$ cat src/rtl/http_chunked_body_decoder_macros.svh
// Assertion macros for the chunked body decoder RTL.
`ifndef HTTP_CHUNKED_BODY_DECODER_MACROS_SVH
`define HTTP_CHUNKED_BODY_DECODER_MACROS_SVH

// Same-cycle implication, checked outside reset.
`define HCBD_ASSERT_IMPL(label, clk, rst_n, ante, cons) \
    label: assert property (@(posedge clk) disable iff (!(rst_n)) (ante) |-> (cons)) \
        else $error("hcbd: same-cycle check failed");

// Next-cycle implication, checked outside reset.
`define HCBD_ASSERT_NEXT(label, clk, rst_n, ante, cons) \
    label: assert property (@(posedge clk) disable iff (!(rst_n)) (ante) |=> (cons)) \
        else $error("hcbd: next-cycle check failed");

`endif

$ cat src/rtl/hcbd_pkg.sv
// Types, codes and a helper function for the chunked body decoder.
package hcbd_pkg;

    typedef logic [2:0] t_kind;
    typedef logic [2:0] t_phase;

    // Result kinds.
    localparam t_kind KIND_FRAME   = 3'd0;
    localparam t_kind KIND_PAYLOAD = 3'd1;
    localparam t_kind KIND_DONE    = 3'd2;
    localparam t_kind KIND_ERROR   = 3'd3;
    localparam t_kind KIND_EXTRA   = 3'd4;

    localparam logic [7:0] CHAR_CR = 8'h0D;
    localparam logic [7:0] CHAR_LF = 8'h0A;

    typedef struct packed {
        logic       ok;
        logic [3:0] value;
    } t_hex;

    // Case-insensitive hex digit decode.
    function automatic t_hex hex_decode(input logic [7:0] c);
        t_hex h;
        h.ok    = 1'b1;
        h.value = 4'd0;
        if (c inside {[8'h30:8'h39]}) begin
            h.value = c[3:0];
        end else if (c inside {[8'h41:8'h46], [8'h61:8'h66]}) begin
            h.value = c[3:0] + 4'd9;
        end else begin
            h.ok = 1'b0;
        end
        return h;
    endfunction

endpackage

$ cat src/rtl/http_chunked_body_decoder.sv
// Chunked HTTP/1.1 body decoder: one encoded byte in, one classified result out.
//
// Input channel: i_valid / o_stall carry i_data_byte, one byte of the
// chunk-encoded body per transfer. Output channel: o_valid / i_stall carry
// o_out_byte, o_kind and o_body_length, exactly one result per input byte.
// Kinds: framing byte, payload byte, body complete, error, byte after end.
//
// The result is registered: a byte accepted at a clock edge has its result in
// the output register after that edge. Throughput is one byte per clock while
// the receiver does not stall; the size-line parser and counters update
// combinationally from the stored parser state, the only loop in the design.
// When the receiver stalls, the result register holds and o_stall rises
// only while a held result is still waiting, so an item is taken in the
// same cycle the previous result is transferred.
// Synchronous active-low reset returns the parser to the start of a size
// line, clears the counters and empties the output register.
// Errors are sticky until reset; bytes after a completed body report extra.
`include "http_chunked_body_decoder_macros.svh"

module http_chunked_body_decoder (
    input  logic        i_clk,
    input  logic        i_rst_n,
    input  logic        i_valid,
    output logic        o_stall,
    input  logic [7:0]  i_data_byte,
    output logic        o_valid,
    input  logic        i_stall,
    output logic [7:0]  o_out_byte,
    output logic [2:0]  o_kind,
    output logic [31:0] o_body_length
);

    localparam hcbd_pkg::t_phase PH_SIZE  = 3'd0;
    localparam hcbd_pkg::t_phase PH_DATA  = 3'd1;
    localparam hcbd_pkg::t_phase PH_TRAIL = 3'd2;
    localparam hcbd_pkg::t_phase PH_FINAL = 3'd3;
    localparam hcbd_pkg::t_phase PH_DONE  = 3'd4;
    localparam hcbd_pkg::t_phase PH_ERROR = 3'd5;

    hcbd_pkg::t_phase r_phase, n_phase;
    logic [30:0]      r_size_acc, n_size_acc;
    logic             r_seen_digit, n_seen_digit;
    logic             r_seen_cr, n_seen_cr;
    logic [30:0]      r_remaining, n_remaining;
    logic [31:0]      r_total, n_total;

    logic             r_out_valid;
    logic [7:0]       r_out_byte;
    hcbd_pkg::t_kind  r_out_kind;
    logic [31:0]      r_out_length;

    hcbd_pkg::t_kind  w_kind;
    logic [7:0]       w_byte;
    logic [30:0]      w_rem_dec;
    hcbd_pkg::t_hex   w_hex;
    logic             w_in_fire;

    assign o_stall   = r_out_valid & i_stall;
    assign w_in_fire = i_valid & ~o_stall;
    assign w_hex     = hcbd_pkg::hex_decode(i_data_byte);
    assign w_rem_dec = (r_remaining != 31'd0) ? r_remaining - 31'd1 : 31'd0;

    always_comb begin
        n_phase      = r_phase;
        n_size_acc   = r_size_acc;
        n_seen_digit = r_seen_digit;
        n_seen_cr    = r_seen_cr;
        n_remaining  = r_remaining;
        n_total      = r_total;
        w_kind       = hcbd_pkg::KIND_FRAME;
        w_byte       = 8'd0;
        case (r_phase)
            PH_SIZE: begin
                if (r_seen_cr) begin
                    if (i_data_byte != hcbd_pkg::CHAR_LF) begin
                        n_phase = PH_ERROR;
                        w_kind  = hcbd_pkg::KIND_ERROR;
                    end else begin
                        n_seen_cr = 1'b0;
                        if (r_size_acc == 31'd0) begin
                            n_phase = PH_FINAL;
                        end else begin
                            n_remaining = r_size_acc;
                            n_phase     = PH_DATA;
                        end
                    end
                end else if (i_data_byte == hcbd_pkg::CHAR_CR) begin
                    if (!r_seen_digit) begin
                        n_phase = PH_ERROR;
                        w_kind  = hcbd_pkg::KIND_ERROR;
                    end else begin
                        n_seen_cr = 1'b1;
                    end
                end else if (!w_hex.ok || (r_size_acc[30:27] != 4'd0)) begin
                    // Another digit once bits 30:27 are set would push the size past 31 bits.
                    n_phase = PH_ERROR;
                    w_kind  = hcbd_pkg::KIND_ERROR;
                end else begin
                    n_size_acc   = {r_size_acc[26:0], w_hex.value};
                    n_seen_digit = 1'b1;
                end
            end
            PH_DATA: begin
                w_kind      = hcbd_pkg::KIND_PAYLOAD;
                w_byte      = i_data_byte;
                n_remaining = w_rem_dec;
                if (r_total != 32'hFFFF_FFFF) begin
                    n_total = r_total + 32'd1;
                end
                if (w_rem_dec == 31'd0) begin
                    n_phase   = PH_TRAIL;
                    n_seen_cr = 1'b0;
                end
            end
            PH_TRAIL: begin
                // The two bytes after a chunk's payload are skipped unchecked.
                if (r_seen_cr) begin
                    n_phase      = PH_SIZE;
                    n_size_acc   = 31'd0;
                    n_seen_digit = 1'b0;
                    n_seen_cr    = 1'b0;
                end else begin
                    n_seen_cr = 1'b1;
                end
            end
            PH_FINAL: begin
                if (!r_seen_cr) begin
                    if (i_data_byte == hcbd_pkg::CHAR_CR) begin
                        n_seen_cr = 1'b1;
                    end else begin
                        n_phase = PH_ERROR;
                        w_kind  = hcbd_pkg::KIND_ERROR;
                    end
                end else begin
                    n_seen_cr = 1'b0;
                    if (i_data_byte == hcbd_pkg::CHAR_LF) begin
                        n_phase = PH_DONE;
                        w_kind  = hcbd_pkg::KIND_DONE;
                    end else begin
                        n_phase = PH_ERROR;
                        w_kind  = hcbd_pkg::KIND_ERROR;
                    end
                end
            end
            PH_DONE: begin
                w_kind = hcbd_pkg::KIND_EXTRA;
            end
            default: begin
                n_phase = PH_ERROR;
                w_kind  = hcbd_pkg::KIND_ERROR;
            end
        endcase
    end

    always_ff @(posedge i_clk) begin
        if (!i_rst_n) begin
            r_phase      <= PH_SIZE;
            r_size_acc   <= 31'd0;
            r_seen_digit <= 1'b0;
            r_seen_cr    <= 1'b0;
            r_remaining  <= 31'd0;
            r_total      <= 32'd0;
            r_out_valid  <= 1'b0;
        end else begin
            if (w_in_fire) begin
                r_phase      <= n_phase;
                r_size_acc   <= n_size_acc;
                r_seen_digit <= n_seen_digit;
                r_seen_cr    <= n_seen_cr;
                r_remaining  <= n_remaining;
                r_total      <= n_total;
                r_out_valid  <= 1'b1;
            end else if (!i_stall) begin
                r_out_valid <= 1'b0;
            end
        end
    end

    always_ff @(posedge i_clk) begin
        if (w_in_fire) begin
            r_out_byte   <= w_byte;
            r_out_kind   <= w_kind;
            r_out_length <= n_total;
        end
    end

    assign o_valid       = r_out_valid;
    assign o_out_byte    = r_out_byte;
    assign o_kind        = r_out_kind;
    assign o_body_length = r_out_length;

    `HCBD_ASSERT_NEXT(a_error_sticky, i_clk, i_rst_n, r_phase == PH_ERROR, r_phase == PH_ERROR)
    `HCBD_ASSERT_NEXT(a_done_sticky, i_clk, i_rst_n, r_phase == PH_DONE, r_phase == PH_DONE)
    `HCBD_ASSERT_IMPL(a_done_phase, i_clk, i_rst_n,
        o_valid && (o_kind == hcbd_pkg::KIND_DONE), r_phase == PH_DONE)
    `HCBD_ASSERT_IMPL(a_byte_zero, i_clk, i_rst_n,
        o_valid && (o_kind != hcbd_pkg::KIND_PAYLOAD), o_out_byte == 8'd0)

endmodule
$ cat config.mk
export PLATFORM = sky130hd
export DESIGN_NAME = http_chunked_body_decoder
export DESIGN_NICKNAME = d
export VERILOG_FILES = /design/src/rtl/hcbd_pkg.sv /design/src/rtl/http_chunked_body_decoder.sv
export VERILOG_INCLUDE_DIRS = /design/src /design/src/rtl
export SDC_FILE = /design/constraint.sdc
export NUM_CORES = 1
export LEC_CHECK = 0
export BUFFER_PORTS_ARGS = -buffer_cell sky130_fd_sc_hd__buf_2
export CAP_MARGIN = 25
export CORE_MARGIN = 1.5
export CORE_UTILIZATION = 45
export CTS_CLUSTER_DIAMETER = 200
export CTS_CLUSTER_SIZE = 8
export DETAILED_ROUTE_END_ITERATION = 7
export REMOVE_ABC_BUFFERS = 1
export SLEW_MARGIN = 25
export SYNTH_ARGS = -nofsm -noshare
export SYNTH_HDL_FRONTEND = slang
export SYNTH_SLANG_ARGS = --single-unit
$ cat constraint.sdc
create_clock -name i_clk -period 4.3 [get_ports i_clk]
set_clock_uncertainty 0.2 [all_clocks]
set_input_delay 1.075 -clock i_clk [delete_from_list [all_inputs] [get_ports i_clk]]
set_output_delay 1.075 -clock i_clk [all_outputs]
set_load 0.03 [all_outputs]
==> insert_results.sql, run 1 <==
INSERT INTO impl_metrics (metric_group, metric, value, unit) VALUES
('outcome', 'status', 'complete, no violations', ''),
('power_and_ir_drop', 'power.combinational.fraction', '0.179', ''),
('critical_path', 'timing.reg2reg.setup_slack', '710', 'ps'),
('yosys', 'yosysWarningCount', '0', ''),
('min_path', 'worstHoldStart', 'r_size_acc[27]$_SDFFE_PN0P_', ''),
('route', 'avgRoutedWirePerCell', '16.1', 'µm'),
('floorplanning', 'start_util', '0.460', ''),
('timing', 'max_slew.worst_pin.slew', '942', 'ps'),
('final_layout', 'multiInputGateArea', '4030', 'µm²'),
('yosys', 'netlist_instances', '874', ''),
('power_and_ir_drop', 'maximum_resistive_drop_on_vdd', '318', 'µV'),
('yosys', 'postSynthRegisterBits', '143', ''),
('clock_tree', 'ctsResizeCount', '0', ''),
('route', 'routed_via_density', '5.70', ''),
('final_layout', 'num-nets-final', '930', ''),
('placed_design', 'place.detailed.hpwl', '12.8', 'mm'),
('clock_tree', 'clkTransAtPathRegs', '60', 'ps'),
('critical_path', 'reg2reg_from', 'r_remaining[0]$_SDFFE_PN0P_', ''),
('route', 'postRouteWirelength', '18.5', 'mm'),
('critical_path', 'critPathCaptureType', 'register', ''),
('yosys', 'synthFlopType', 'sky130_fd_sc_hd__dfxtp_1', ''),
('yosys', 'post_synth_instance_area', '7630', 'µm²'),
('power_and_ir_drop', 'power.switching_fraction', '0.284', ''),
('clock_tree', 'cts_max_level', '4', ''),
('critical_path', 'timing.setup.critical_path_class', 'register to register', ''),
('final_layout', 'ff_latch_area', '3290', 'µm²'),
('min_path', 'worstHoldPathType', 'register to register', ''),
('timing', 'hold_violations', '0', ''),
('critical_path', 'critical_path.cell_chain', 'inv_1, ha_1, or4b_1, or4_4, or3_4, o211a_1, nor3_1, nor4b_2, o21bai_1, mux2i_1', ''),
('yosys', 'synth_area_leaders', 'sky130_fd_sc_hd__dfxtp_1 26%, sky130_fd_sc_hd__edfxtp_1 17%, sky130_fd_sc_hd__nand2_1 5.2%', ''),
('min_path', 'holdPathStages', '2', ''),
('route', 'routed-via-count', '6522', ''),
('timing', 'share_of_the_clock_period_used_by_the_worst_path', '0.836', ''),
('critical_path', 'path_max_fanout', '18', ''),
('clock_tree', 'numCtsBuffers', '17', ''),
('power_and_ir_drop', 'clock_power_share', '0.414', ''),
('power_and_ir_drop', 'static-leakage-power', '3.33', 'nW'),
('timing', 'grt_setup_unrepaired', 'no', ''),
('yosys', 'synth_edf_count', '43', ''),
('final_layout', 'antenna_cells_inserted', '0', ''),
('power_and_ir_drop', 'power.share.sequential', '0.407', ''),
('floorplanning', 'placement_rows', '47', ''),
('clock_tree', 'clock_latency', '420', 'ps'),
('critical_path', 'timing.rr.end', 'r_seen_cr$_SDFFE_PN0P_', ''),
('min_path', 'min_delay_worst_endpoint', 'r_size_acc[27]$_SDFFE_PN0P_', ''),
('critical_path', 'slowest_delay', '590', 'ps'),
('clock_tree', 'tritoncts_sink_count', '143', ''),
('clock_tree', 'postCtsSetupBuffers', '0', ''),
('floorplanning', 'die_area', '17700', 'µm²'),
('critical_path', 'worst_ep_required_time', '4400', 'ps'),
('timing', 'fmaxAchievable', '278', 'MHz'),
('yosys', 'yosys.cell_types.count', '63', ''),
('timing', 'worst_case_headroom_to_the_max_slew_limit', '0.371', ''),
('placed_design', 'port_buffers', '56', ''),
('placed_design', 'placedCellCount', '1113', ''),
('yosys', 'asyncSetResetFlopFracSynth', '0', ''),
('critical_path', 'worst_path_max_delay_cell', 'sky130_fd_sc_hd__or4_4', ''),
('grt', 'groute.usage.overall', '0.213', ''),
('route', 'drcViolationCount', '0', ''),
('grt', 'number_of_antenna_violations_at_the_first_check_in_global_routing', '0', ''),
('clock_tree', 'cts_tree', 'built', ''),
('floorplanning', 'io-pin-count', '57', ''),
('timing', 'final-max-slew-violation-count', '0', ''),
('timing', 'totalNegativeSetupSlack', '0', 'ps'),
('grt', 'grt_first_pass_wirelength', '30.6', 'mm'),
('grt', 'grt_max_degree', '62', ''),
('critical_path', 'worst_path_arrival', '3700', 'ps'),
('final_layout', 'area_growth_syn_to_layout', '14.9', '%'),
('clock_tree', 'clk_root_buffer_cell', 'sky130_fd_sc_hd__clkbuf_16', ''),
('clock_tree', 'cts_hold_buf', '0', ''),
('critical_path', 'cp_top_family', 'simple AND/OR/NAND/NOR gates', '');
-- cell type report --
| type | instances | share of cell area |
|---|---|---|
| clock buffer | 24 | 0.0586 |
| tap | 220 | 0.0314 |
| sequential | 143 | 0.376 |
| timing repair buffer | 76 | 0.0534 |
| inverter | 21 | 0.00900 |
| multi-input combinational | 653 | 0.460 |
| clock inverter | 8 | 0.0113 |
-- per-stage QoR --
| stage | hold WS [ps] | util | power (mW) | area [µm²] | setup WS, ps |
|---|---|---|---|---|---|
| 2_1_floorplan | 254 | - | 1.95 | 7390 | -3520 |
| 3_3_place_gp | 278 | 0.491 | 2.16 | 8150 | 619 |
| 3_5_place_dp | 285 | 0.491 | 2.16 | 8150 | 490 |
| 4_1_cts | 293 | 0.528 | 3.67 | 8760 | 728 |
| 5_1_grt | 319 | 0.528 | 3.81 | 8760 | 390 |
| 6_report | 290 | 0.528 | 3.66 | 8760 | 706 |
-- metal layers --
layer | up-vias | global-route usage | routed length (µm) | share of wire
met5 | - | 0 | 0 | 0
met4 | 0 | 0.0815 | 410 | 0.022
met3 | 31 | 0.0384 | 731 | 0.040
met2 | 187 | 0.373 | 9040 | 0.49
met1 | 3086 | 0.262 | 8280 | 0.45
li1 | 3218 | - | - | -
-- how the worst max path moves through the flow --
stage	from	to	slack, ps	cells after the start
after global routing	r_remaining[2]$_SDFFE_PN0P_	r_phase[0]$_SDFFE_PN0P_	390	8
after CTS	r_remaining[0]$_SDFFE_PN0P_	r_seen_cr$_SDFFE_PN0P_	730	10
after floorplan	i_stall	r_remaining[25]$_SDFFE_PN0P_	-3520	7
after detailed placement	i_data_byte[3]	r_size_acc[11]$_SDFFE_PN0P_	490	10
after global placement	i_data_byte[3]	r_size_acc[28]$_SDFFE_PN0P_	620	10
final	r_remaining[0]$_SDFFE_PN0P_	r_seen_cr$_SDFFE_PN0P_	710	10
-- power groups by stage --
stage / registers (mW) / logic, mW / clock network (mW)
2_1_floorplan: 1.57 / 0.381 / 0
4_1_cts: 1.49 / 0.649 / 1.53
3_3_place_gp: 1.52 / 0.639 / 0
3_5_place_dp: 1.52 / 0.646 / 0
5_1_grt: 1.50 / 0.718 / 1.59
6_report: 1.49 / 0.654 / 1.51
-- placed cells by master, fill, tap and decap left out, types with 5 or more instances in the layout --
| cell type | count |
|---|---|
| sky130_fd_sc_hd__nor3_1 | 34 |
| sky130_fd_sc_hd__edfxtp_1 | 43 |
| sky130_fd_sc_hd__nand3_1 | 46 |
| sky130_fd_sc_hd__o211a_1 | 11 |
| sky130_fd_sc_hd__nor2_1 | 57 |
| sky130_fd_sc_hd__dfxtp_1 | 100 |
| sky130_fd_sc_hd__nor4_1 | 27 |
| sky130_fd_sc_hd__or3_1 | 10 |
| sky130_fd_sc_hd__inv_1 | 20 |
| sky130_fd_sc_hd__o21ai_0 | 39 |
| sky130_fd_sc_hd__xor2_1 | 36 |
| sky130_fd_sc_hd__a22oi_1 | 24 |
| sky130_fd_sc_hd__a21boi_0 | 34 |
| sky130_fd_sc_hd__a21oi_1 | 12 |
| sky130_fd_sc_hd__xnor2_1 | 31 |
| sky130_fd_sc_hd__nand2b_1 | 5 |
| sky130_fd_sc_hd__o211ai_1 | 5 |
| sky130_fd_sc_hd__a31oi_1 | 5 |
| sky130_fd_sc_hd__buf_4 | 17 |
| sky130_fd_sc_hd__o31ai_1 | 10 |
| sky130_fd_sc_hd__clkbuf_16 | 18 |
| sky130_fd_sc_hd__buf_2 | 56 |
| sky130_fd_sc_hd__nand2_1 | 105 |
| sky130_fd_sc_hd__nor2b_1 | 40 |
| sky130_fd_sc_hd__ha_1 | 6 |
| sky130_fd_sc_hd__or2_2 | 8 |
| sky130_fd_sc_hd__nand4_1 | 17 |
| sky130_fd_sc_hd__and2_1 | 25 |
| sky130_fd_sc_hd__a32o_1 | 5 |
-- Yosys cell counts (5+ instances only) --
| cell type | n |
|---|---|
| sky130_fd_sc_hd__edfxtp_1 | 43 |
| sky130_fd_sc_hd__nor2_1 | 57 |
| sky130_fd_sc_hd__inv_1 | 21 |
| sky130_fd_sc_hd__o211ai_1 | 5 |
| sky130_fd_sc_hd__nand2b_1 | 5 |
| sky130_fd_sc_hd__o31ai_1 | 10 |
| sky130_fd_sc_hd__or3_1 | 10 |
| sky130_fd_sc_hd__o21ai_0 | 39 |
| sky130_fd_sc_hd__a21oi_1 | 12 |
| sky130_fd_sc_hd__nand2_1 | 105 |
| sky130_fd_sc_hd__or2_2 | 8 |
| sky130_fd_sc_hd__a21boi_0 | 34 |
| sky130_fd_sc_hd__clkbuf_1 | 45 |
| sky130_fd_sc_hd__a31oi_1 | 5 |
| sky130_fd_sc_hd__o211a_1 | 11 |
| sky130_fd_sc_hd__xnor2_1 | 31 |
| sky130_fd_sc_hd__and2_1 | 25 |
| sky130_fd_sc_hd__dfxtp_1 | 100 |
| sky130_fd_sc_hd__nand3_1 | 46 |
| sky130_fd_sc_hd__nor3_1 | 34 |
| sky130_fd_sc_hd__nor4_1 | 28 |
| sky130_fd_sc_hd__buf_2 | 7 |
| sky130_fd_sc_hd__xor2_1 | 36 |
| sky130_fd_sc_hd__a22oi_1 | 24 |
| sky130_fd_sc_hd__nand4_1 | 17 |
| sky130_fd_sc_hd__nor2b_1 | 40 |
| sky130_fd_sc_hd__a32o_1 | 5 |
| sky130_fd_sc_hd__ha_1 | 6 |
-- registers in the layout, summed over array words and instances, names as in the netlist --
| signal | flops |
|---|---|
| r_seen_digit | 1 |
| o_out_byte | 8 |
| r_phase | 3 |
| o_kind | 3 |
| o_valid | 1 |
| r_total | 32 |
| r_size_acc | 31 |
| o_body_length | 32 |
| r_remaining | 31 |
| r_seen_cr | 1 |
-- cells by family after synthesis --
kind of cell / share of synthesized area
AND/OR/NAND/NOR: 0.277
AO/OA/AOI/OAI: 0.160
flip-flops: 0.432
buffers and inverters: 0.0407
XOR/XNOR: 0.0769
adder cells (fa/ha/maj): 0.00984
multiplexers: 0.00410
-- worst reg2reg max path, stage by stage (launching register included) --
cell                       delay [ps]
sky130_fd_sc_hd__dfxtp_1          380
sky130_fd_sc_hd__inv_1             90
sky130_fd_sc_hd__ha_1             170
sky130_fd_sc_hd__or4b_1           530
sky130_fd_sc_hd__or4_4            590
sky130_fd_sc_hd__or3_4            440
sky130_fd_sc_hd__o211a_1          250
sky130_fd_sc_hd__nor3_1           210
sky130_fd_sc_hd__nor4b_2          350
sky130_fd_sc_hd__o21bai_1         130
sky130_fd_sc_hd__mux2i_1          140
Note: power is estimated with default switching activity, not from simulation.
==> run 2: changes to the inputs <==
==> constraint.sdc (replaced) <==
create_clock -name i_clk -period 3.4 [get_ports i_clk]
set_clock_uncertainty 0.2 [all_clocks]
set_input_delay 0.85 -clock i_clk [delete_from_list [all_inputs] [get_ports i_clk]]
set_output_delay 0.85 -clock i_clk [all_outputs]
set_load 0.03 [all_outputs]
==> run 2 against run 1 <==
Clock power grew 39%. Largest power group unchanged. Critical path type unchanged. Power grew 33%. Fmax grew 8.9%. Via count grew 1.0%. Highest routed layer unchanged.
==> insert_results.sql, run 2 (synthesized netlist as in run 1, its figures left out) <==
INSERT INTO impl_metrics (metric_group, metric, value, unit) VALUES
('timing', 'finalWorstSetupSlack', '98.8', 'ps'),
('min_path', 'worstHoldPathType', 'register to register', ''),
('timing', 'worst_case_headroom_to_the_max_slew_limit', '0.377', ''),
('placed_design', 'place.detailed.hpwl', '13.4', 'mm'),
('power_and_ir_drop', 'power.switching_fraction', '0.270', ''),
('floorplanning', 'io-pin-count', '57', ''),
('grt', 'total_grt_overflow', '0', ''),
('power_and_ir_drop', 'power.combinational.fraction', '0.183', ''),
('route', 'drcViolationCount', '0', ''),
('clock_tree', 'clk_root_buffer_cell', 'sky130_fd_sc_hd__clkbuf_16', ''),
('power_and_ir_drop', 'clock_power_share', '0.431', ''),
('route', 'final_antenna_net_count', '0', ''),
('final_layout', 'multiInputGateArea', '4050', 'µm²'),
('critical_path', 'worst_path_max_delay_cell', 'sky130_fd_sc_hd__or4_4', ''),
('placed_design', 'port_buffers', '56', ''),
('power_and_ir_drop', 'internal-power', '3.56', 'mW'),
('clock_tree', 'postCtsSetupBuffers', '0', ''),
('timing', 'period_minus_slack', '3300', 'ps'),
('power_and_ir_drop', 'maximum_resistive_drop_on_vdd', '376', 'µV'),
('critical_path', 'cp_top_family', 'simple AND/OR/NAND/NOR gates', ''),
('grt', 'groute.usage.overall', '0.217', ''),
('timing', 'final-max-slew-violation-count', '0', ''),
('final_layout', 'layout-drive-gt1-share', '0.161', ''),
('critical_path', 'slowest_delay', '550', 'ps'),
('final_layout', 'commonest_non_fill_non_tap_cell_in_the_layout', 'sky130_fd_sc_hd__nand2_1', ''),
('route', 'avgRoutedWirePerCell', '16.2', 'µm'),
('floorplanning', 'die_area', '17700', 'µm²'),
('timing', 'share_of_the_clock_period_used_by_the_worst_path', '0.971', ''),
('floorplanning', 'die_x', '133', 'µm'),
('clock_tree', 'clkTransAtPathRegs', '60', 'ps'),
('final_layout', 'nFillCells', '1553', ''),
('critical_path', 'worstPathBufferInverterCount', '0', ''),
('flow_run', 'cap_viol_max_count', '0', ''),
('placed_design', 'placedCellCount', '1140', ''),
('floorplanning', 'placement_rows', '47', ''),
('route', 'dr.pass1.iters', '5', ''),
('grt', 'grt_max_degree', '62', ''),
('grt', 'grt_first_pass_wirelength', '30.8', 'mm'),
('outcome', 'status', 'complete, no violations', ''),
('floorplanning', 'die_height', '133', 'µm'),
('timing', 'max_slew.worst_pin.slew', '932', 'ps'),
('timing', 'hold_violations', '0', ''),
('placed_design', 'place_congestion', '0.912', ''),
('final_layout', 'antenna_cells_inserted', '0', ''),
('timing', 'grt_setup_unrepaired', 'no', ''),
('clock_tree', 'cts_max_level', '4', ''),
('min_path', 'worstHoldStart', 'r_size_acc[27]$_SDFFE_PN0P_', ''),
('critical_path', 'critical_path.cell_chain', 'or3_1, or3_1, o31ai_1, o2111ai_1, or4_4, nor4b_4, nand2b_1, a22o_1', ''),
('power_and_ir_drop', 'report.power.total', '4.88', 'mW'),
('final_layout', 'num-nets-final', '957', ''),
('critical_path', 'worst_path_arrival', '3460', 'ps'),
('critical_path', 'worst_ep_required_time', '3560', 'ps'),
('critical_path', 'worst_path_most_repeated_cell', 'sky130_fd_sc_hd__or3_1', ''),
('timing', 'setup-violations-final', '0', ''),
('floorplanning', 'start_util', '0.460', ''),
('critical_path', 'critical_path.startpoint', 'r_remaining[12]$_SDFFE_PN0P_', ''),
('critical_path', 'path_max_fanout', '6', ''),
('clock_tree', 'cts.path.max_buffers', '2', ''),
('final_layout', 'final_cell_mix', '105 x sky130_fd_sc_hd__nand2_1, 100 x sky130_fd_sc_hd__dfxtp_1, 57 x sky130_fd_sc_hd__nor2_1', ''),
('floorplanning', 'area_of_the_core', '16600', 'µm²'),
('clock_tree', 'numCtsBuffers', '17', ''),
('placed_design', 'post_place_setup_slack', '-1.83', 'ps'),
('power_and_ir_drop', 'power_per_cell_area', '539', 'nW/µm²'),
('timing', 'fmaxAchievable', '303', 'MHz'),
('critical_path', 'critPathCaptureType', 'register', ''),
('final_layout', 'ff_latch_area', '3290', 'µm²'),
('clock_tree', 'tritoncts_sink_count', '143', ''),
('route', 'drt_iter0_drc', '420', ''),
('final_layout', 'final_core_utilization', '0.545', ''),
('clock_tree', 'cts_tree', 'built', ''),
('grt', 'number_of_antenna_violations_at_the_first_check_in_global_routing', '0', ''),
('power_and_ir_drop', 'switching_power', '1.32', 'mW'),
('clock_tree', 'clock_latency', '420', 'ps'),
('route', 'routed_via_density', '5.62', ''),
('critical_path', 'reg2reg_from', 'r_remaining[12]$_SDFFE_PN0P_', ''),
('route', 'postRouteWirelength', '18.9', 'mm'),
('final_layout', 'fin_cells', '1172', ''),
('power_and_ir_drop', 'power.share.sequential', '0.386', ''),
('critical_path', 'timing.setup.critical_path_class', 'register to register', ''),
('critical_path', 'worst_setup_path_start_kind', 'register', ''),
('power_and_ir_drop', 'static-leakage-power', '3.52', 'nW'),
('final_layout', 'area_growth_syn_to_layout', '18.5', '%'),
('grt', 'grt_pass1_vias', '6241', ''),
('route', 'routed-via-count', '6589', '');
[run 2: layer usage]
metal | track usage | up-vias | part of all wire
met5 | 0 | - | 0
met4 | 0.112 | 0 | 0.035
met3 | 0.0361 | 46 | 0.034
met2 | 0.368 | 146 | 0.49
met1 | 0.267 | 3134 | 0.45
li1 | - | 3263 | -
[run 2: metrics by stage]
stage	hold slack, ps	area [µm²]	TNS (ps)
after detailed placement	279	8350	-1.83
after global placement	270	8350	0
after floorplan	254	7390	-139410
final	286	9040	0
after CTS	288	9030	0
after global routing	305	9040	0
[run 2: repair_timing]
item	CTS	global route
resized for setup	0	2
hold buffers	0	0
hold endpoints to repair	0	0
endpoints found under the setup margin	0	3
[run 2: final timing paths]
path                                                     to  slack, ps  cells after the start
worst max-delay path                r_phase[1]$_SDFFE_PN0P_        100                      8
worst min-delay path            r_size_acc[27]$_SDFFE_PN0P_        290                      2
worst max register to register      r_phase[1]$_SDFFE_PN0P_        100                      8
worst min register to register  r_size_acc[27]$_SDFFE_PN0P_        290                      2
[run 2: layout make-up]
cell class | count | area share
Clock buffer | 24 | 0.0556
Multi-Input combinational cell | 653 | 0.448
Tap cell | 220 | 0.0304
Timing Repair Buffer | 103 | 0.0742
Inverter | 21 | 0.00872
Clock inverter | 8 | 0.0191
Sequential cell | 143 | 0.364
[run 2: power by group through the flow]
stage,combinational [mW],sequential (mW),clock [mW]
floorplan,0.481,1.99,0
global placement,0.872,1.91,0
detailed placement,0.881,1.92,0
CTS,0.886,1.88,2.14
global route,0.969,1.89,2.21
finish,0.892,1.88,2.10
[run 2: tightest hold or removal path, delay by kind of cell (launching register included)]
kind            cells  cell delay (ps)
compound gates      1               60
flops               1              320
simple gates        1               50
